### config.mk
export PLATFORM = sky130hd
export DESIGN_NAME = cau_front
export DESIGN_NICKNAME = d
export VERILOG_FILES = /design/src/cau_pkg.sv /design/src/cau_front.sv
export SDC_FILE = /design/constraint.sdc
export NUM_CORES = 2
export LEC_CHECK = 0
export BUFFER_PORTS_ARGS = -buffer_cell sky130_fd_sc_hd__buf_2
export CORE_MARGIN = 5
export CORE_UTILIZATION = 56
export DETAILED_ROUTE_END_ITERATION = 6
export GPL_TIMING_DRIVEN = 1
export PLACE_DENSITY = 0.85
export SLEW_MARGIN = 20
export SYNTH_ARGS = -nofsm -noshare
export SYNTH_HDL_FRONTEND = slang
export SYNTH_SLANG_ARGS = --single-unit
### constraint.sdc
create_clock -name clk -period 15 [get_ports clk]
set_input_delay 3 -clock clk [delete_from_list [all_inputs] [get_ports clk]]
set_output_delay 3 -clock clk [all_outputs]
set_load 0.02 [all_outputs]
### src/cau_pkg.sv
// Shared types and constants of the complex arithmetic unit.
`default_nettype none
package cau_pkg;
  localparam int DATA_W = 16;
  localparam int PROD_W = 2 * DATA_W;
  localparam int TERM_W = PROD_W + 1;
  localparam int QUEUE_DEPTH = 4;

  localparam logic [2:0] MODE_ADD = 3'd0;
  localparam logic [2:0] MODE_SUB = 3'd1;
  localparam logic [2:0] MODE_MUL = 3'd2;
  localparam logic [2:0] MODE_DIV = 3'd3;
  localparam logic [2:0] MODE_MAG = 3'd4;

  localparam logic [1:0] ST_OK  = 2'd0;
  localparam logic [1:0] ST_DZ  = 2'd1;
  localparam logic [1:0] ST_SAT = 2'd2;

  localparam logic [DATA_W-1:0] POS_MAX = {1'b0, {(DATA_W-1){1'b1}}};
  localparam logic [DATA_W-1:0] NEG_MAX = {1'b1, {(DATA_W-1){1'b0}}};

  typedef enum logic [2:0] {K_NONE, K_ADD, K_SUB, K_MUL, K_DIV, K_MAG} kind_t;

  typedef struct packed {
    logic [2:0]               mode;
    logic signed [DATA_W-1:0] a_re;
    logic signed [DATA_W-1:0] a_im;
    logic signed [DATA_W-1:0] b_re;
    logic signed [DATA_W-1:0] b_im;
  } in_req_t;

  typedef struct packed {
    logic signed [DATA_W-1:0] res_re;
    logic signed [DATA_W-1:0] res_im;
    logic [1:0]               status;
  } out_req_t;

  typedef struct packed {
    kind_t                    kind;
    logic signed [TERM_W-1:0] t0;
    logic signed [TERM_W-1:0] t1;
    logic signed [TERM_W-1:0] t2;
    logic signed [TERM_W-1:0] t3;
    logic                     neg1;
    logic                     neg3;
    logic [PROD_W-1:0]        sq0;
    logic [PROD_W-1:0]        sq1;
  } term_t;

  typedef struct packed {
    logic full;
    logic empty;
  } q_stat_t;
endpackage
`default_nettype wire

### src/cau_front.sv
// Front end: accept a request, decode the operation and form the products.
`default_nettype none
module cau_front (
  input  wire                clk,
  input  wire                rst_n,
  input  wire                in_valid,
  output logic               in_stall,
  input  cau_pkg::in_req_t   in_data,
  input  cau_pkg::q_stat_t   q_stat,
  output logic               push,
  output cau_pkg::term_t     push_data
);
  localparam int W  = cau_pkg::DATA_W;
  localparam int PW = cau_pkg::PROD_W;
  localparam int TW = cau_pkg::TERM_W;

  logic signed [W-1:0]  ar, ai, br, bi, s4, s5;
  logic signed [PW-1:0] m0, m1, m2, m3, m4, m5;
  logic                 f_valid_r;
  logic                 f_en;
  cau_pkg::term_t       f_data_r, f_data_nxt;

  assign ar = in_data.a_re;
  assign ai = in_data.a_im;
  assign br = in_data.b_re;
  assign bi = in_data.b_im;
  assign s4 = (in_data.mode == cau_pkg::MODE_MAG) ? ar : br;
  assign s5 = (in_data.mode == cau_pkg::MODE_MAG) ? ai : bi;
  assign m0 = ar * br;
  assign m1 = ai * bi;
  assign m2 = ar * bi;
  assign m3 = ai * br;
  assign m4 = s4 * s4;
  assign m5 = s5 * s5;

  assign f_en      = !f_valid_r || !q_stat.full;
  assign in_stall  = !f_en;
  assign push      = f_valid_r && !q_stat.full;
  assign push_data = f_data_r;

  always_comb begin
    f_data_nxt = '0;
    f_data_nxt.kind = cau_pkg::K_NONE;
    f_data_nxt.sq0 = PW'(m4);
    f_data_nxt.sq1 = PW'(m5);
    case (in_data.mode)
      cau_pkg::MODE_ADD: begin
        f_data_nxt.kind = cau_pkg::K_ADD;
        f_data_nxt.t0 = TW'(ar);
        f_data_nxt.t1 = TW'(br);
        f_data_nxt.t2 = TW'(ai);
        f_data_nxt.t3 = TW'(bi);
      end
      cau_pkg::MODE_SUB: begin
        f_data_nxt.kind = cau_pkg::K_SUB;
        f_data_nxt.t0 = TW'(ar);
        f_data_nxt.t1 = TW'(br);
        f_data_nxt.t2 = TW'(ai);
        f_data_nxt.t3 = TW'(bi);
        f_data_nxt.neg1 = 1'b1;
        f_data_nxt.neg3 = 1'b1;
      end
      cau_pkg::MODE_MUL: begin
        f_data_nxt.kind = cau_pkg::K_MUL;
        f_data_nxt.t0 = TW'(m0);
        f_data_nxt.t1 = TW'(m1);
        f_data_nxt.t2 = TW'(m2);
        f_data_nxt.t3 = TW'(m3);
        f_data_nxt.neg1 = 1'b1;
      end
      cau_pkg::MODE_DIV: begin
        f_data_nxt.kind = cau_pkg::K_DIV;
        f_data_nxt.t0 = TW'(m0);
        f_data_nxt.t1 = TW'(m1);
        f_data_nxt.t2 = TW'(m3);
        f_data_nxt.t3 = TW'(m2);
        f_data_nxt.neg3 = 1'b1;
      end
      cau_pkg::MODE_MAG: begin
        f_data_nxt.kind = cau_pkg::K_MAG;
      end
      default: begin
        f_data_nxt.kind = cau_pkg::K_NONE;
      end
    endcase
  end

  always_ff @(posedge clk) begin
    if (!rst_n) begin
      f_valid_r <= 1'b0;
    end else if (f_en) begin
      f_valid_r <= in_valid;
    end
  end

  always_ff @(posedge clk) begin
    if (f_en && in_valid) begin
      f_data_r <= f_data_nxt;
    end
  end
endmodule
`default_nettype wire

==> results.yml <==
min_path:
  hold_class: "register to register"
  hold_path_depth: 2
synth:
  post-synth-top-area-fraction: 0.4716
  yosys-top-cells-area: "fa_1 47%, inv_1 10%, ha_1 9.6%, edfxtp_1 9.1%, and2_1 4.9%"
  ys_seq_area_frac: 0.09081
  async_flop_share: 0
  syn_inst: 6826
  yosysWarnings: 0
  synth_common_cells: "1789 x inv_1, 1524 x fa_1, 681 x nand2_1"
  netlist-cell-type-count: 74
  synthFlopType: "edfxtp_1"
  synth_largest_area_cell: "fa_1"
  syn-cell-area_um2: 64700
  synth_most_common_cell: "inv_1"
  synth-edff-count: 195
  synth_area_per_cell_um2: 9.478
  synth_seq_cells: 196
setup_path:
  rr_worst_depth: 4
  reg2reg_slack_ns: 12.65
  worstSetupStartpointType: "input pin"
  required_ns: 15.30
  worst_ep_arrival_time_ns: 12.89
  endpoint_kind: "register"
  critical_path_class: "input pin to register"
  worstPathMaxFanout: 66
floorplan:
  core_area_um2: 114500
  ioPinCount: 275
  die_h_um: 349.9
  die_w_um: 349.9
  initial_core_util: 0.5651
  rows: 124
  die_area_um2: 122400
sta:
  hold_viol_final: 0
  fmax_mhz: 79.41
  fin_skew_ns: 0.01353
  worstMarginPinSlew_ns: 1.154
  min_period_ns: 12.59
  rsz0062_at_grt: "false"
  setup_ws_ns: 2.408
  maxSlewViolCount: 0
  setup_viol: 0
  relSlewSlack: 0.2304
  fin_crit_sh: 0.8395
  fin_tns_setup_ns: 0
place:
  placed_cells: 8412
  placed_cell_area_um2: 67510
  routabilityCongestion: 0.9504
  pre_cts_ws_ns: 1.788
  numPortBuffers: 271
  dp.final_hpwl_um: 131700
clocking:
  cts_hold_buffers: 0
  ctsHtreeMaxLevel: 4
  post-cts-setup-buffers: 0
  path_clk_slew_ns: 0.09
  cts_buffers: 17
  clock_latency_ns: 0.55
  clock_path_buffers: 2
  cts_resized: 0
  clockRootBuffer: "clkbuf_16"
  cts_tree: "built"
  cts_sinks: 196
layout:
  areaGrowthSynthToFinish_pct: 5.399
  ff_latch_area_um2: 5876
  final_cells: 8452
  fillers: 8998
  stdcell_area_um2: 68190
  nets: 9009
  multiInputGateArea_um2: 51030
  drive_gt1_frac: 0.06218
route:
  drc: 1
  via_per_inst: 5.568
  drt-initial-drc-count: 3866
  first_pass_iters: 7
  routedWlPerCell_um: 19.94
  ant_nets: 0
  dr_total_vias: 47063
  routed_wl_um: 168500
global_routing:
  antenna_found_initial: 18
  grt-ovfl-total: 0
  grt_pass1_vias: 52701
  grtUsageTotal: 0.2855
  grt_pass1_wl_um: 274000
  grt_max_degree: 134
outcome:
  failed_checks: "design-rule violations"
  status: "finished with violations"
job:
  cap_viol_max_count: 0
## layout by cell type, fill, tap and decap left out, types with 76 or more instances in the layout
| cell | instances |
|---|---|
| ha_1 | 494 |
| buf_4 | 76 |
| buf_2 | 269 |
| fa_1 | 1524 |
| a21oi_1 | 125 |
| and2_1 | 502 |
| nand2_1 | 680 |
| xnor2_1 | 167 |
| o21ai_0 | 117 |
| edfxtp_1 | 195 |
| inv_1 | 1789 |
| nor2_1 | 350 |
## routing by layer
metal / part of all wire / GRT usage / routed length [um] / vias up
li1: - / - / - / 20348
met1: 0.36 / 0.3468 / 61240 / 23778
met2: 0.48 / 0.4789 / 81060 / 2321
met3: 0.10 / 0.07187 / 17040 / 610
met4: 0.054 / 0.1391 / 9127 / 6
met5: 0.00025 / 0 / 42 / -
## area by class of cell
type                            count  share of cell area
Antenna cell                        8           0.0002936
Clock buffer                       17            0.006238
Clock inverter                     15            0.003431
Inverter                         1806             0.09941
Multi-Input combinational cell   4552              0.7483
Sequential cell                   196             0.08616
Tap cell                         1512             0.02774
Timing Repair Buffer              346             0.02840
## state kept, by name, summed over array words and instances (netlist names)
register and count:
push_data 195, f_valid_r 1
## logic make-up after synthesis
family,share of synthesized area
multiplexers,0.01439
AND/OR/NAND/NOR,0.1253
buffers and inverters,0.1210
other,0.00005796
XOR/XNOR,0.02897
flip-flops,0.09081
AO/OA/AOI/OAI,0.05241
adder cells (fa/ha/maj),0.5671
## critical path, cell delays in order
cell and delay (ns):
buf_4 0.65, inv_1 0.22, nor3_2 0.81, buf_4 0.43
mux2i_1 0.90, clkinv_1 0.64, nand2_1 0.32, fa_1 0.48
fa_1 0.54, inv_1 0.05, fa_1 0.50, inv_1 0.05
fa_1 0.52, inv_1 0.05, fa_1 0.50, fa_1 0.42
ha_1 0.40, nand3_1 0.11, a211o_1 0.24, o21ai_0 0.56
nand2_1 0.22, a21oi_1 0.26, o21ai_0 0.17, a21boi_0 0.32
o41a_1 0.22, a211oi_1 0.12, xnor2_1 0.13
## final timing paths
kind                           from                        to
max                     in_data[66]   push_data[30]$_DFFE_PP_
min          f_valid_r$_SDFFE_PN0N_    f_valid_r$_SDFFE_PN0N_
max reg2reg  f_valid_r$_SDFFE_PN0N_  push_data[195]$_DFFE_PP_
min reg2reg  f_valid_r$_SDFFE_PN0N_    f_valid_r$_SDFFE_PN0N_
## through the flow
step,hold slack [ns],utilization
floorplan,0.7130,-
global placement,0.6299,0.5896
detailed placement,0.6508,0.5896
CTS,0.6692,0.5954
global route,0.7437,0.5956
finish,0.6627,0.5956
Power is left out: the tool's default activity adds up to more than one toggle a clock period on the data nets, which glitch-free logic cannot reach.
