### config.mk
export PLATFORM = sky130hd
export DESIGN_NAME = cau_queue
export DESIGN_NICKNAME = d
export VERILOG_FILES = /design/src/cau_pkg.sv /design/src/cau_queue.sv
export SDC_FILE = /design/constraint.sdc
export NUM_CORES = 1
export LEC_CHECK = 0
export BUFFER_PORTS_ARGS = -buffer_cell sky130_fd_sc_hd__buf_4
export CELL_PAD_IN_SITES_DETAIL_PLACEMENT = 0
export CELL_PAD_IN_SITES_GLOBAL_PLACEMENT = 1
export CORE_ASPECT_RATIO = 0.9
export CORE_MARGIN = 4
export CORE_UTILIZATION = 46
export DETAILED_ROUTE_END_ITERATION = 8
export HOLD_SLACK_MARGIN = 0.1
export PLACE_DENSITY = 0.83
export SYNTH_ARGS = -nofsm -noshare
export SYNTH_HDL_FRONTEND = slang
export SYNTH_SLANG_ARGS = --single-unit
### constraint.sdc
create_clock -name clk -period 6 [get_ports clk]
set_input_delay 0.3 -clock clk [delete_from_list [all_inputs] [get_ports clk]]
set_output_delay 0.3 -clock clk [all_outputs]
set_load 0.005 [all_outputs]
### src/cau_pkg.sv
// Shared types and constants of the complex arithmetic unit.
`default_nettype none
package cau_pkg;
  localparam int DATA_W = 16;
  localparam int PROD_W = 2 * DATA_W;
  localparam int TERM_W = PROD_W + 1;
  localparam int QUEUE_DEPTH = 4;

  localparam logic [2:0] MODE_ADD = 3'd0;
  localparam logic [2:0] MODE_SUB = 3'd1;
  localparam logic [2:0] MODE_MUL = 3'd2;
  localparam logic [2:0] MODE_DIV = 3'd3;
  localparam logic [2:0] MODE_MAG = 3'd4;

  localparam logic [1:0] ST_OK  = 2'd0;
  localparam logic [1:0] ST_DZ  = 2'd1;
  localparam logic [1:0] ST_SAT = 2'd2;

  localparam logic [DATA_W-1:0] POS_MAX = {1'b0, {(DATA_W-1){1'b1}}};
  localparam logic [DATA_W-1:0] NEG_MAX = {1'b1, {(DATA_W-1){1'b0}}};

  typedef enum logic [2:0] {K_NONE, K_ADD, K_SUB, K_MUL, K_DIV, K_MAG} kind_t;

  typedef struct packed {
    logic [2:0]               mode;
    logic signed [DATA_W-1:0] a_re;
    logic signed [DATA_W-1:0] a_im;
    logic signed [DATA_W-1:0] b_re;
    logic signed [DATA_W-1:0] b_im;
  } in_req_t;

  typedef struct packed {
    logic signed [DATA_W-1:0] res_re;
    logic signed [DATA_W-1:0] res_im;
    logic [1:0]               status;
  } out_req_t;

  typedef struct packed {
    kind_t                    kind;
    logic signed [TERM_W-1:0] t0;
    logic signed [TERM_W-1:0] t1;
    logic signed [TERM_W-1:0] t2;
    logic signed [TERM_W-1:0] t3;
    logic                     neg1;
    logic                     neg3;
    logic [PROD_W-1:0]        sq0;
    logic [PROD_W-1:0]        sq1;
  } term_t;

  typedef struct packed {
    logic full;
    logic empty;
  } q_stat_t;
endpackage
`default_nettype wire

### src/cau_queue.sv
// Short request queue between the front end and the back end.
`default_nettype none
module cau_queue (
  input  wire               clk,
  input  wire               rst_n,
  input  wire               push,
  input  cau_pkg::term_t    push_data,
  input  wire               pop,
  output cau_pkg::term_t    pop_data,
  output cau_pkg::q_stat_t  q_stat
);
  localparam int QD = cau_pkg::QUEUE_DEPTH;
  localparam int AW = $clog2(QD);

  cau_pkg::term_t mem_r [QD];
  logic [AW-1:0]  wr_r, rd_r;
  logic [AW:0]    cnt_r;
  logic           push_ok, pop_ok;

  assign q_stat.full  = (cnt_r == (AW+1)'(QD));
  assign q_stat.empty = (cnt_r == '0);
  assign push_ok      = push && !q_stat.full;
  assign pop_ok       = pop && !q_stat.empty;
  assign pop_data     = mem_r[rd_r];

  always_ff @(posedge clk) begin
    if (!rst_n) begin
      wr_r  <= '0;
      rd_r  <= '0;
      cnt_r <= '0;
    end else begin
      if (push_ok) begin
        wr_r <= wr_r + AW'(1);
      end
      if (pop_ok) begin
        rd_r <= rd_r + AW'(1);
      end
      if (push_ok && !pop_ok) begin
        cnt_r <= cnt_r + (AW+1)'(1);
      end else if (pop_ok && !push_ok) begin
        cnt_r <= cnt_r - (AW+1)'(1);
      end
    end
  end

  always_ff @(posedge clk) begin
    if (push_ok) begin
      mem_r[wr_r] <= push_data;
    end
  end

  a_cnt_up: assert property (@(posedge clk) disable iff (!rst_n)
    push_ok && !pop_ok |=> cnt_r == $past(cnt_r) + (AW+1)'(1))
    else $error("queue count did not advance on push");
  a_cnt_bound: assert property (@(posedge clk) disable iff (!rst_n)
    cnt_r <= (AW+1)'(QD))
    else $error("queue count beyond depth");
endmodule
`default_nettype wire

==> flow_metrics.tcl, run 1 <==
set metrics [dict create \
    cts-root-to-sink-buffers 3 \
    num_rows 88 \
    dp_hpwl_um 33800 \
    number_of_max_capacitance_violations_reported 0 \
    power.clock.fraction_pct 31.5 \
    drc 0 \
    placement.cell_area_um2 33500 \
    final_layout_size_suffix_gt1_share_pct 40.9 \
    wl_per_cell_um 22.5 \
    max_freq_mhz 322 \
    area_growth_syn_to_layout_pct 28.4 \
    global_route.usage.total_pct 17.5 \
    critical_path.top_delay_family "flip-flops" \
    clk_latency_ps 600 \
    timing_worst_slew_pin_value_ps 1130 \
    critical_path.cell_chain "buf_12 > mux4_2 > buf_4" \
    outcome "finished, final reports clean" \
    dieWidth_um 276 \
    die-height_um 249 \
    synth.yosys.warnings 0 \
    synth_cells 1098 \
    min_path_cells 4 \
    grt_antenna_before_repair 8 \
    drt_pre_antenna_iters 5 \
    timing.critical_path.slowest_cell_delay_ps 680 \
    worst-r2r-cell-count 4 \
    ctsHtreeMaxLevel 3 \
    path_buf_inv 2 \
    reg2reg_to "mem_r[3][112]" \
    cts_tree "yes" \
    path_depth 3 \
    grt_start_max_net_pins 131 \
    final_hold_viol_count 0 \
    vdd.ir_drop.worst_v 0.000340 \
    clk_pin_slew_ps 60 \
    final.period_utilization_pct 51.8 \
    sw_frac_of_total_pct 24.4 \
    place.gp.congestion 0.743 \
    die-area_um2 68700 \
    max-slew-margin-rel_pct 25.0 \
    report.final.setup_viol 0 \
    switchingPower_mw 3.82 \
    startpoint_class "register" \
    finalNetCount 1967 \
    cts.sinks 813 \
    design.core.area_um2 64000 \
    synth_sequential_area_ratio_pct 81.9 \
    final-max-slew-violation-count 0 \
    power.leakage_nw 12.8 \
    yosys_register_bits 813 \
    cts.repair_timing.setup_buffer_count 0 \
    routed-via-count 14065 \
    hold_path_startpoint "pop" \
    cp-end-kind "output pin" \
    post-route-min-period_ps 3110 \
    post_synth_num_cell_types 24 \
    fin_setup_tns_ps 0 \
    skew_ps 26.1 \
    cts_made_buffers 81 \
    grt.overflow.total 0 \
    worst_r2r_startpoint "cnt_r[0]" \
    cellInternalPower_mw 11.9 \
    reg2reg_slack_ps 2920 \
    buffer_ports.inserted 407 \
    vias_in_the_first_global_route 15018 \
    critPathKind "reg -> out" \
    grt_pass1_wl_um 91500 \
    syn_nets 1309 \
    critical_path.max_fanout 85 \
    clock-root-buffer "sky130_fd_sc_hd__clkbuf_16" \
    antenna_left 0 \
    p_per_area_nw_per_um2 411 \
    start_util_pct 46.4 \
    fillCellCount 4361 \
    power.share.sequential_pct 45.2 \
    ioPinCount 408 \
    grt_setup_unrepaired "no" \
    vias_per_cell 5.25 \
    critical_path_required_ps 5700 \
    crit_slowest_cell "sky130_fd_sc_hd__dfxtp_4" \
    fin_area_um2 38100 \
    drt-total-wl_um 60300 \
    power.combinational.fraction_pct 23.4 \
    synth.avg_cell_area_um2 27.0 \
    min-delay-path-class "in -> reg" \
    worst_ep_arrival_time_ps 2810 \
    syn-cell-area_um2 29700 \
    drt_iter0_markers 1167 \
    hold-worst-slack_ps 191 \
]
## final cells by class
type	instances	area (um2)	share of cell area, %
flip-flops and latches	813	24300	63.8
diodes	6	15.0	0.0394
well taps	855	1070	2.81
clock inverters	55	532	1.39
clock buffers	90	2080	5.46
repair buffers	622	5280	13.8
multi-input cells	235	4810	12.6
inverters	3	11.3	0.0295
## cells by family after synthesis
kind of cell	after synthesis	share of synthesized area [%]
and+or+nand+nor	17	0.325
buffers and inverters	50	1.90
muxes	204	15.3
DFF	813	81.9
AOI/OAI and AO/OA	4	0.0969
adders and majority gates	6	0.278
xor gates and xnor gates	4	0.118
## synthesized netlist by cell type
cell type | count | share of area, %
sky130_fd_sc_hd__edfxtp_1 | 804 | 81
sky130_fd_sc_hd__mux4_2 | 201 | 15
sky130_fd_sc_hd__buf_12 | 21 | 1.4
sky130_fd_sc_hd__buf_2 | 19 | 0.32
sky130_fd_sc_hd__dfxtp_1 | 9 | 0.61
sky130_fd_sc_hd__and2_1 | 8 | 0.17
sky130_fd_sc_hd__clkbuf_1 | 5 | 0.063
sky130_fd_sc_hd__ha_1 | 5 | 0.21
sky130_fd_sc_hd__nand2_1 | 4 | 0.051
sky130_fd_sc_hd__inv_1 | 3 | 0.038
sky130_fd_sc_hd__mux2i_1 | 3 | 0.10
sky130_fd_sc_hd__xnor2_1 | 3 | 0.089
sky130_fd_sc_hd__nor2b_1 | 2 | 0.042
sky130_fd_sc_hd__a21boi_0 | 1 | 0.025
sky130_fd_sc_hd__buf_4 | 1 | 0.025
sky130_fd_sc_hd__buf_6 | 1 | 0.038
sky130_fd_sc_hd__fa_1 | 1 | 0.067
sky130_fd_sc_hd__nor3_1 | 1 | 0.017
sky130_fd_sc_hd__nor3b_1 | 1 | 0.025
sky130_fd_sc_hd__o21ai_0 | 1 | 0.017
sky130_fd_sc_hd__o311ai_0 | 1 | 0.030
sky130_fd_sc_hd__o31ai_1 | 1 | 0.025
sky130_fd_sc_hd__or3_1 | 1 | 0.021
sky130_fd_sc_hd__xor2_1 | 1 | 0.030
## stage by stage
step / power [mW] / setup WS (ps) / std cells / utilization (%)
6_report: 15.7 / 2890 / 2679 / 59.6
5_1_grt: 16.4 / 2630 / 2679 / 59.6
4_1_cts: 15.9 / 2780 / 2673 / 59.6
3_5_place_dp: 10.8 / 2870 / 2326 / 52.3
3_3_place_gp: 10.8 / 2940 / 2326 / 52.3
2_1_floorplan: 9.33 / 2180 / 1098 / -
## flip-flops by register name, indices dropped and copies added (netlist names), named ones only
register	cells
wr_r	2
mem_r	804
rd_r	2
cnt_r	3
## how the worst max path moves through the flow
stage	startpoint	to	slack, ps
after detailed placement	cnt_r[0]	mem_r[3][162]	2870
after global routing	register	pop_data[113]	2630
after CTS	register	pop_data[135]	2780
after floorplan	cnt_r[0]	mem_r[0][0]	2180
final	register	pop_data[116]	2890
after global placement	cnt_r[0]	mem_r[3][102]	2940
## what timing repair did
item | in CTS | in global routing
hold buffers | 202 | 0
gates resized for setup | 0 | 0
endpoints found under the hold margin | 813 | 0
## routing by layer
| layer | GRT usage (%) | wire [um] | vias to the layer above |
|---|---|---|---|
| li1 | - | - | 6096 |
| met1 | 23.4 | 23400 | 7306 |
| met2 | 28.6 | 30300 | 554 |
| met3 | 4.93 | 4980 | 105 |
| met4 | 5.14 | 1530 | 4 |
| met5 | 0 | 27 | - |
## power groups by stage
stage | Sequential (mW) | Combinational, mW | Clock [mW]
global placement | 7.15 | 3.60 | 0
global route | 7.13 | 3.94 | 5.32
CTS | 7.09 | 3.75 | 5.04
floorplan | 7.14 | 2.18 | 0
finish | 7.08 | 3.67 | 4.93
detailed placement | 7.20 | 3.61 | 0
## placed cells by master, fill, tap and decap left out, drive strengths merged, types with 2 or more instances in the layout
cell type	n
and2	8
clkinvlp	4
mux4	201
dlygate4sd3	202
mux2i	3
nand2	4
dfxtp	9
clkbuf	90
diode	6
ha	5
bufinv	10
edfxtp	804
nor2b	2
xnor2	3
clkinv	39
inv	5
buf	420
## worst min-delay path, cell delays in order
cell and delay, ps:
sky130_fd_sc_hd__buf_4 120, sky130_fd_sc_hd__o311ai_0 110, sky130_fd_sc_hd__xnor2_1 70, sky130_fd_sc_hd__and2_1 150
(Power assumes the default switching activity.)
==> run 2: changes to the inputs <==
ABC_AREA = 1   (was unset)
CORE_UTILIZATION = 48   (was 46)
PLACE_DENSITY = 0.87   (was 0.83)
clock period = 3 ns   (was 6 ns; I/O delays follow)
==> run 2 against run 1 <==
Register-to-register slack worse by 2200 ps; worst hold slack improved by 79 ps; highest routed layer unchanged; non-clock buffer count rose by 19; setup slack got worse by 2700 ps.
==> flow_metrics.tcl, run 2 <==
set metrics [dict create \
    design.core.area_um2 61800 \
    cts_tree "yes" \
    top_regs "mem_r x804, cnt_r x3" \
    final_hold_viol_count 0 \
    power.leakage_nw 13.5 \
    cp-end-kind "output pin" \
    min-delay-path-class "in -> reg" \
    clock-root-buffer "sky130_fd_sc_hd__clkbuf_16" \
    dp_hpwl_um 39500 \
    syn-cell-area_um2 30200 \
    setup_ws_ps 237 \
    global_route.usage.total_pct 21.1 \
    ctsHtreeMaxLevel 3 \
    cts.repair_timing.setup_buffer_count 0 \
    setup_slack_at_placement_ps 877 \
    grt_start_max_net_pins 227 \
    synth.avg_cell_area_um2 15.0 \
    clk_pin_slew_ps 60 \
    largest_register "mem_r" \
    most-common-layout-cells "sky130_fd_sc_hd__edfxtp_1, sky130_fd_sc_hd__buf_4, sky130_fd_sc_hd__nor2_1" \
    clk_latency_ps 620 \
    largest_reg_flops 804 \
    routed-via-count 19173 \
    worst-r2r-cell-count 7 \
    synth_top_cells_by_count "sky130_fd_sc_hd__edfxtp_1, sky130_fd_sc_hd__nor2_1, sky130_fd_sc_hd__o21ai_0" \
    vias_per_cell 5.46 \
    syn_nets 2225 \
    synth_sequential_area_ratio_pct 80.6 \
    antenna_left 0 \
    final.period_utilization_pct 92.1 \
    start_util_pct 48.9 \
    p_per_area_nw_per_um2 815 \
    skew_ps 24.5 \
    grt_antenna_before_repair 9 \
    post-route-min-period_ps 2760 \
    outcome "finished, final reports clean" \
    post_synth_num_cell_types 21 \
    die-height_um 246 \
    cts.sinks 813 \
    drt_iter0_markers 1548 \
    yosys.cell_count.top_type "sky130_fd_sc_hd__edfxtp_1" \
    yosys_register_bits 813 \
    max-slew-margin-rel_pct 24.8 \
    ioPinCount 408 \
    number_of_max_capacitance_violations_reported 0 \
    num_rows 86 \
    timing_worst_slew_pin_value_ps 1130 \
    drt-total-wl_um 72900 \
    vias_in_the_first_global_route 19958 \
    startpoint_class "register" \
    dieWidth_um 272 \
    hold-worst-slack_ps 270 \
    synth_flop_cell "sky130_fd_sc_hd__edfxtp_1" \
    async_reset_ff_share_pct 0 \
    synth_cells 2014 \
    layout_commonest_cell "sky130_fd_sc_hd__edfxtp_1" \
    cts-root-to-sink-buffers 3 \
    cts_made_buffers 81 \
    grt_pass1_wl_um 110000 \
    synth.yosys.warnings 0 \
    post-synth-top-area-cell "sky130_fd_sc_hd__edfxtp_1" \
    grt_setup_unrepaired "no" \
    vdd.ir_drop.worst_v 0.000557 \
    report.final.setup_viol 0 \
    worst_ep_arrival_time_ps 2610 \
    drc 0 \
    die-area_um2 67000 \
    critPathKind "reg -> out" \
    number_of_enable_flip_flop_cells_after_synthesis 804 \
    drt_pre_antenna_iters 5 \
    wl_per_cell_um 20.8 \
    critical_path.max_fanout 226 \
    area_growth_syn_to_layout_pct 28.1 \
    max_freq_mhz 362 \
    final_layout_size_suffix_gt1_share_pct 20.9 \
    min_path_cells 2 \
    finalNetCount 2816 \
    synthTopCellsByArea "sky130_fd_sc_hd__edfxtp_1, sky130_fd_sc_hd__o21ai_0, sky130_fd_sc_hd__nor2_1" \
    post-synth-top-area-fraction_pct 80.0 \
    buffer_ports.inserted 407 \
    grt.overflow.total 0 \
    final-max-slew-violation-count 0 \
    place.gp.congestion 0.776 \
    critical_path_required_ps 2850 \
]
run 2: per-layer routing:
metal	share of wire (%)	global-route usage, %	routed length (um)
met2	50	36.4	36600
met5	0.066	0	48
met1	39	26.1	28700
met4	2.5	6.48	1810
met3	7.8	5.77	5660
run 2: metrics by stage:
step           power [mW]  setup TNS, ps  util (%)  cell area (um2)  std cells
6_report             31.5              0      62.6            38700       3510
5_1_grt              33.0              0      62.6            38700       3508
4_1_cts              31.7              0      62.6            38600       3504
3_5_place_dp         21.9              0      55.1            34000       3152
3_3_place_gp         21.6              0      55.1            34000       3152
2_1_floorplan        18.1        -807610         -            30200       2014
run 2: worst paths after layout:
kind | startpoint | slack, ps | endpoint
max | register | 240 | pop_data[43]
min | push_data[196] | 270 | mem_r[1][196]
max reg2reg | wr_r[0] | 750 | wr_r[1]
min reg2reg | rd_r[1] | 500 | register
run 2: cells by family after synthesis:
kind of cell             after synthesis  synth area share (%)
flip-flops                           813                  80.6
AO/OA/AOI/OAI                        607                  10.9
AND/OR/NAND/NOR                      436                  5.45
buffers and inverters                151                  2.80
adder cells (fa/ha/maj)                6                 0.273
XOR/XNOR                               1                0.0290
run 2: worst max-delay path, stage by stage, from the launching register on:
cell and delay (ps):
sky130_fd_sc_hd__dfxtp_4 460, sky130_fd_sc_hd__buf_16 480, sky130_fd_sc_hd__o21ai_0 280, sky130_fd_sc_hd__o22ai_1 250
sky130_fd_sc_hd__buf_4 150
run 2: repair_timing:
action / in CTS / in global routing
resized for setup: 0 / 1
setup endpoints to repair: 0 / 1
hold buffers: 206 / 0
endpoints found under the hold margin: 817 / 0
run 2: cell type report:
type | count | area, um2
diodes | 6 | 15.0
well taps | 836 | 1050
flip-flops and latches | 813 | 24300
clock inverters | 45 | 447
clock buffers | 101 | 2100
fillers | 4382 | 23100
repair buffers | 641 | 5570
multi-input cells | 1050 | 5070
inverters | 18 | 85.1
run 2: where the power goes:
group          leakage, nW  switching (mW)  internal, mW
sequential            7.44           0.286          13.8
combinational         4.86            4.64          3.17
clock                 1.22            4.16          5.46
total                 13.5            9.09          22.4
==> run 3: changes to the inputs <==
CORE_ASPECT_RATIO = unset   (was 0.9)
CORE_UTILIZATION = 40   (was 48)
PLACE_DENSITY = 0.75   (was 0.87)
==> run 3 against run 2 <==
Count of clock-buffer cells in the layout increased by 7; cell area increased by 1.0%; critical endpoint is now pop_data[187]; highest routed layer is now met4; register-to-register slack improved by 30 ps; largest cell class unchanged; via count is 0.29% lower; power increased by 0.48%; cell count increased by 4.6%; sequential cell count is the same; sequential power barely moved; largest power group unchanged.
==> flow_metrics.tcl, run 3 (synthesis gave the netlist of run 2 again) <==
set metrics [dict create \
    reg2reg_to "wr_r[1]" \
    buffer_ports.inserted 407 \
    layout.core_utilization_pct 52.4 \
    cts-root-to-sink-buffers 3 \
    vias_per_cell 5.21 \
    grt.overflow.total 0 \
    dieWidth_um 283 \
    path_depth 5 \
    crit_top_cell "sky130_fd_sc_hd__buf_4" \
    cp-end-kind "output pin" \
    global_route.usage.total_pct 18.0 \
    number_of_max_capacitance_violations_reported 0 \
    die-height_um 283 \
    worst-r2r-cell-count 7 \
    largest_register "mem_r" \
    cts_tree "yes" \
    critical_path.top_delay_family "buffers and inverters" \
    cts.repair_timing.setup_buffer_count 0 \
    timing.critical_path.slowest_cell_delay_ps 470 \
    startpoint_class "register" \
    layout_commonest_cell "sky130_fd_sc_hd__edfxtp_1" \
    cts_made_buffers 83 \
    skew_ps 17.7 \
    start_util_pct 40.5 \
    final-max-slew-violation-count 0 \
    max_freq_mhz 363 \
    final_layout_size_suffix_gt1_share_pct 21.4 \
    setup_slack_at_placement_ps 838 \
    antenna_left 0 \
    worst_ep_arrival_time_ps 2600 \
    power.leakage_nw 13.7 \
    top_regs "mem_r x804, cnt_r x3" \
    p_per_area_nw_per_um2 811 \
    grt_antenna_before_repair 13 \
    post-route-min-period_ps 2750 \
    drc 0 \
    grt_pass1_wl_um 111000 \
    area_growth_syn_to_layout_pct 29.4 \
    reg2reg_slack_ps 780 \
    design_power_total_mw 31.7 \
    die-area_um2 79900 \
    final_hold_viol_count 0 \
    cts.sinks 813 \
    drt-total-wl_um 74300 \
    grt_setup_unrepaired "no" \
    critical_path.cell_chain "buf_12 > buf_4 > o21ai_0 > o22ai_1 > buf_4" \
    critical_path_required_ps 2850 \
    critical_path.max_fanout 149 \
    critPathKind "reg -> out" \
    largest_reg_flops 804 \
    clock-root-buffer "sky130_fd_sc_hd__clkbuf_16" \
    setup_ws_ps 247 \
    most-common-layout-cells "sky130_fd_sc_hd__edfxtp_1, sky130_fd_sc_hd__buf_4, sky130_fd_sc_hd__nor2_1" \
    postCtsResizedCells 0 \
    destination_of_the_worst_hold_path "mem_r[0][166]" \
    max-slew-margin-rel_pct 26.0 \
    crit_slowest_cell "sky130_fd_sc_hd__buf_4" \
    routed-via-count 19118 \
    dp_hpwl_um 42800 \
    path_buf_inv 3 \
    drt_iter0_markers 1216 \
    fin_area_um2 39100 \
    vias_in_the_first_global_route 19468 \
    wl_per_cell_um 20.2 \
    hold_path_startpoint "push_data[166]" \
    worst_r2r_startpoint "wr_r[0]" \
    timing_worst_slew_pin_value_ps 1110 \
    ioPinCount 408 \
    drt_pre_antenna_iters 5 \
    vdd.ir_drop.worst_v 0.000636 \
    finalNetCount 2834 \
    clk_pin_slew_ps 60 \
    final.period_utilization_pct 91.8 \
    placement.cell_area_um2 34400 \
    min-delay-path-class "in -> reg" \
    grt_start_max_net_pins 215 \
    min_path_cells 2 \
    clk_latency_ps 610 \
    num_rows 100 \
    design.core.area_um2 74600 \
    report.final.setup_viol 0 \
    ctsHtreeMaxLevel 3 \
    hold_buffers 206 \
    place.gp.congestion 0.774 \
    outcome "finished, final reports clean" \
]
==> run 3: cell count changes in the layout (fill, tap and decap cells not counted), sizes merged <==
cell,change
clkbuf,+7
bufinv,-2
clkinvlp,-6
diode,+7
inv,+4
clkinv,+3
buf,+16
==> run 3: area by class of cell <==
| cell class | count | area, um2 |
|---|---|---|
| antenna | 13 | 32.5 |
| sequential | 813 | 24300 |
| clock buffer | 108 | 2200 |
| clock inverter | 44 | 358 |
| timing repair buffer | 657 | 5770 |
| multi-input combinational | 1050 | 5070 |
| fill | 6058 | 35500 |
| tap | 969 | 1210 |
| inverter | 18 | 85.1 |
==> run 3: worst max path at each step <==
| stage | to | slack (ps) | start |
|---|---|---|---|
| floorplan | mem_r[0][0] | -1020 | cnt_r[0] |
| global placement | mem_r[1][168] | 860 | cnt_r[0] |
| detailed placement | mem_r[1][168] | 840 | cnt_r[0] |
| CTS | pop_data[189] | 180 | register |
| global route | pop_data[189] | 50 | register |
| finish | pop_data[187] | 250 | register |
==> run 3: metrics by stage <==
step | hold WS [ps] | cells | TNS [ps]
finish | 274 | 3672 | 0
floorplan | 249 | 2014 | -807610
detailed placement | 352 | 3301 | 0
global placement | 349 | 3301 | 0
global route | 248 | 3670 | 0
CTS | 220 | 3659 | 0
==> run 3: layer usage <==
| layer | global-route usage (%) | share of wire, % | up-vias |
|---|---|---|---|
| li1 | - | - | 8868 |
| met1 | 23.4 | 41 | 9520 |
| met2 | 30.7 | 49 | 645 |
| met3 | 4.28 | 7.7 | 85 |
| met4 | 4.67 | 1.6 | 0 |
| met5 | 0 | 0 | - |
==> run 3: worst register-to-register path, cell delays in order (launching register included) <==
cell	delay [ps]
sky130_fd_sc_hd__dfxtp_1	410
sky130_fd_sc_hd__inv_1	90
sky130_fd_sc_hd__ha_1	280
sky130_fd_sc_hd__nand3b_1	150
sky130_fd_sc_hd__nand2_1	60
sky130_fd_sc_hd__dlygate4sd3_1	540
sky130_fd_sc_hd__nor2_1	40
sky130_fd_sc_hd__dlygate4sd3_1	540
==> run 3: report_power, final <==
| part | total (mW) | internal [mW] | switching (mW) |
|---|---|---|---|
| Combinational | 7.94 | 3.25 | 4.69 |
| Clock | 9.67 | 5.49 | 4.18 |
| Sequential | 14.1 | 13.8 | 0.262 |
| Total | 31.7 | 22.5 | 9.13 |
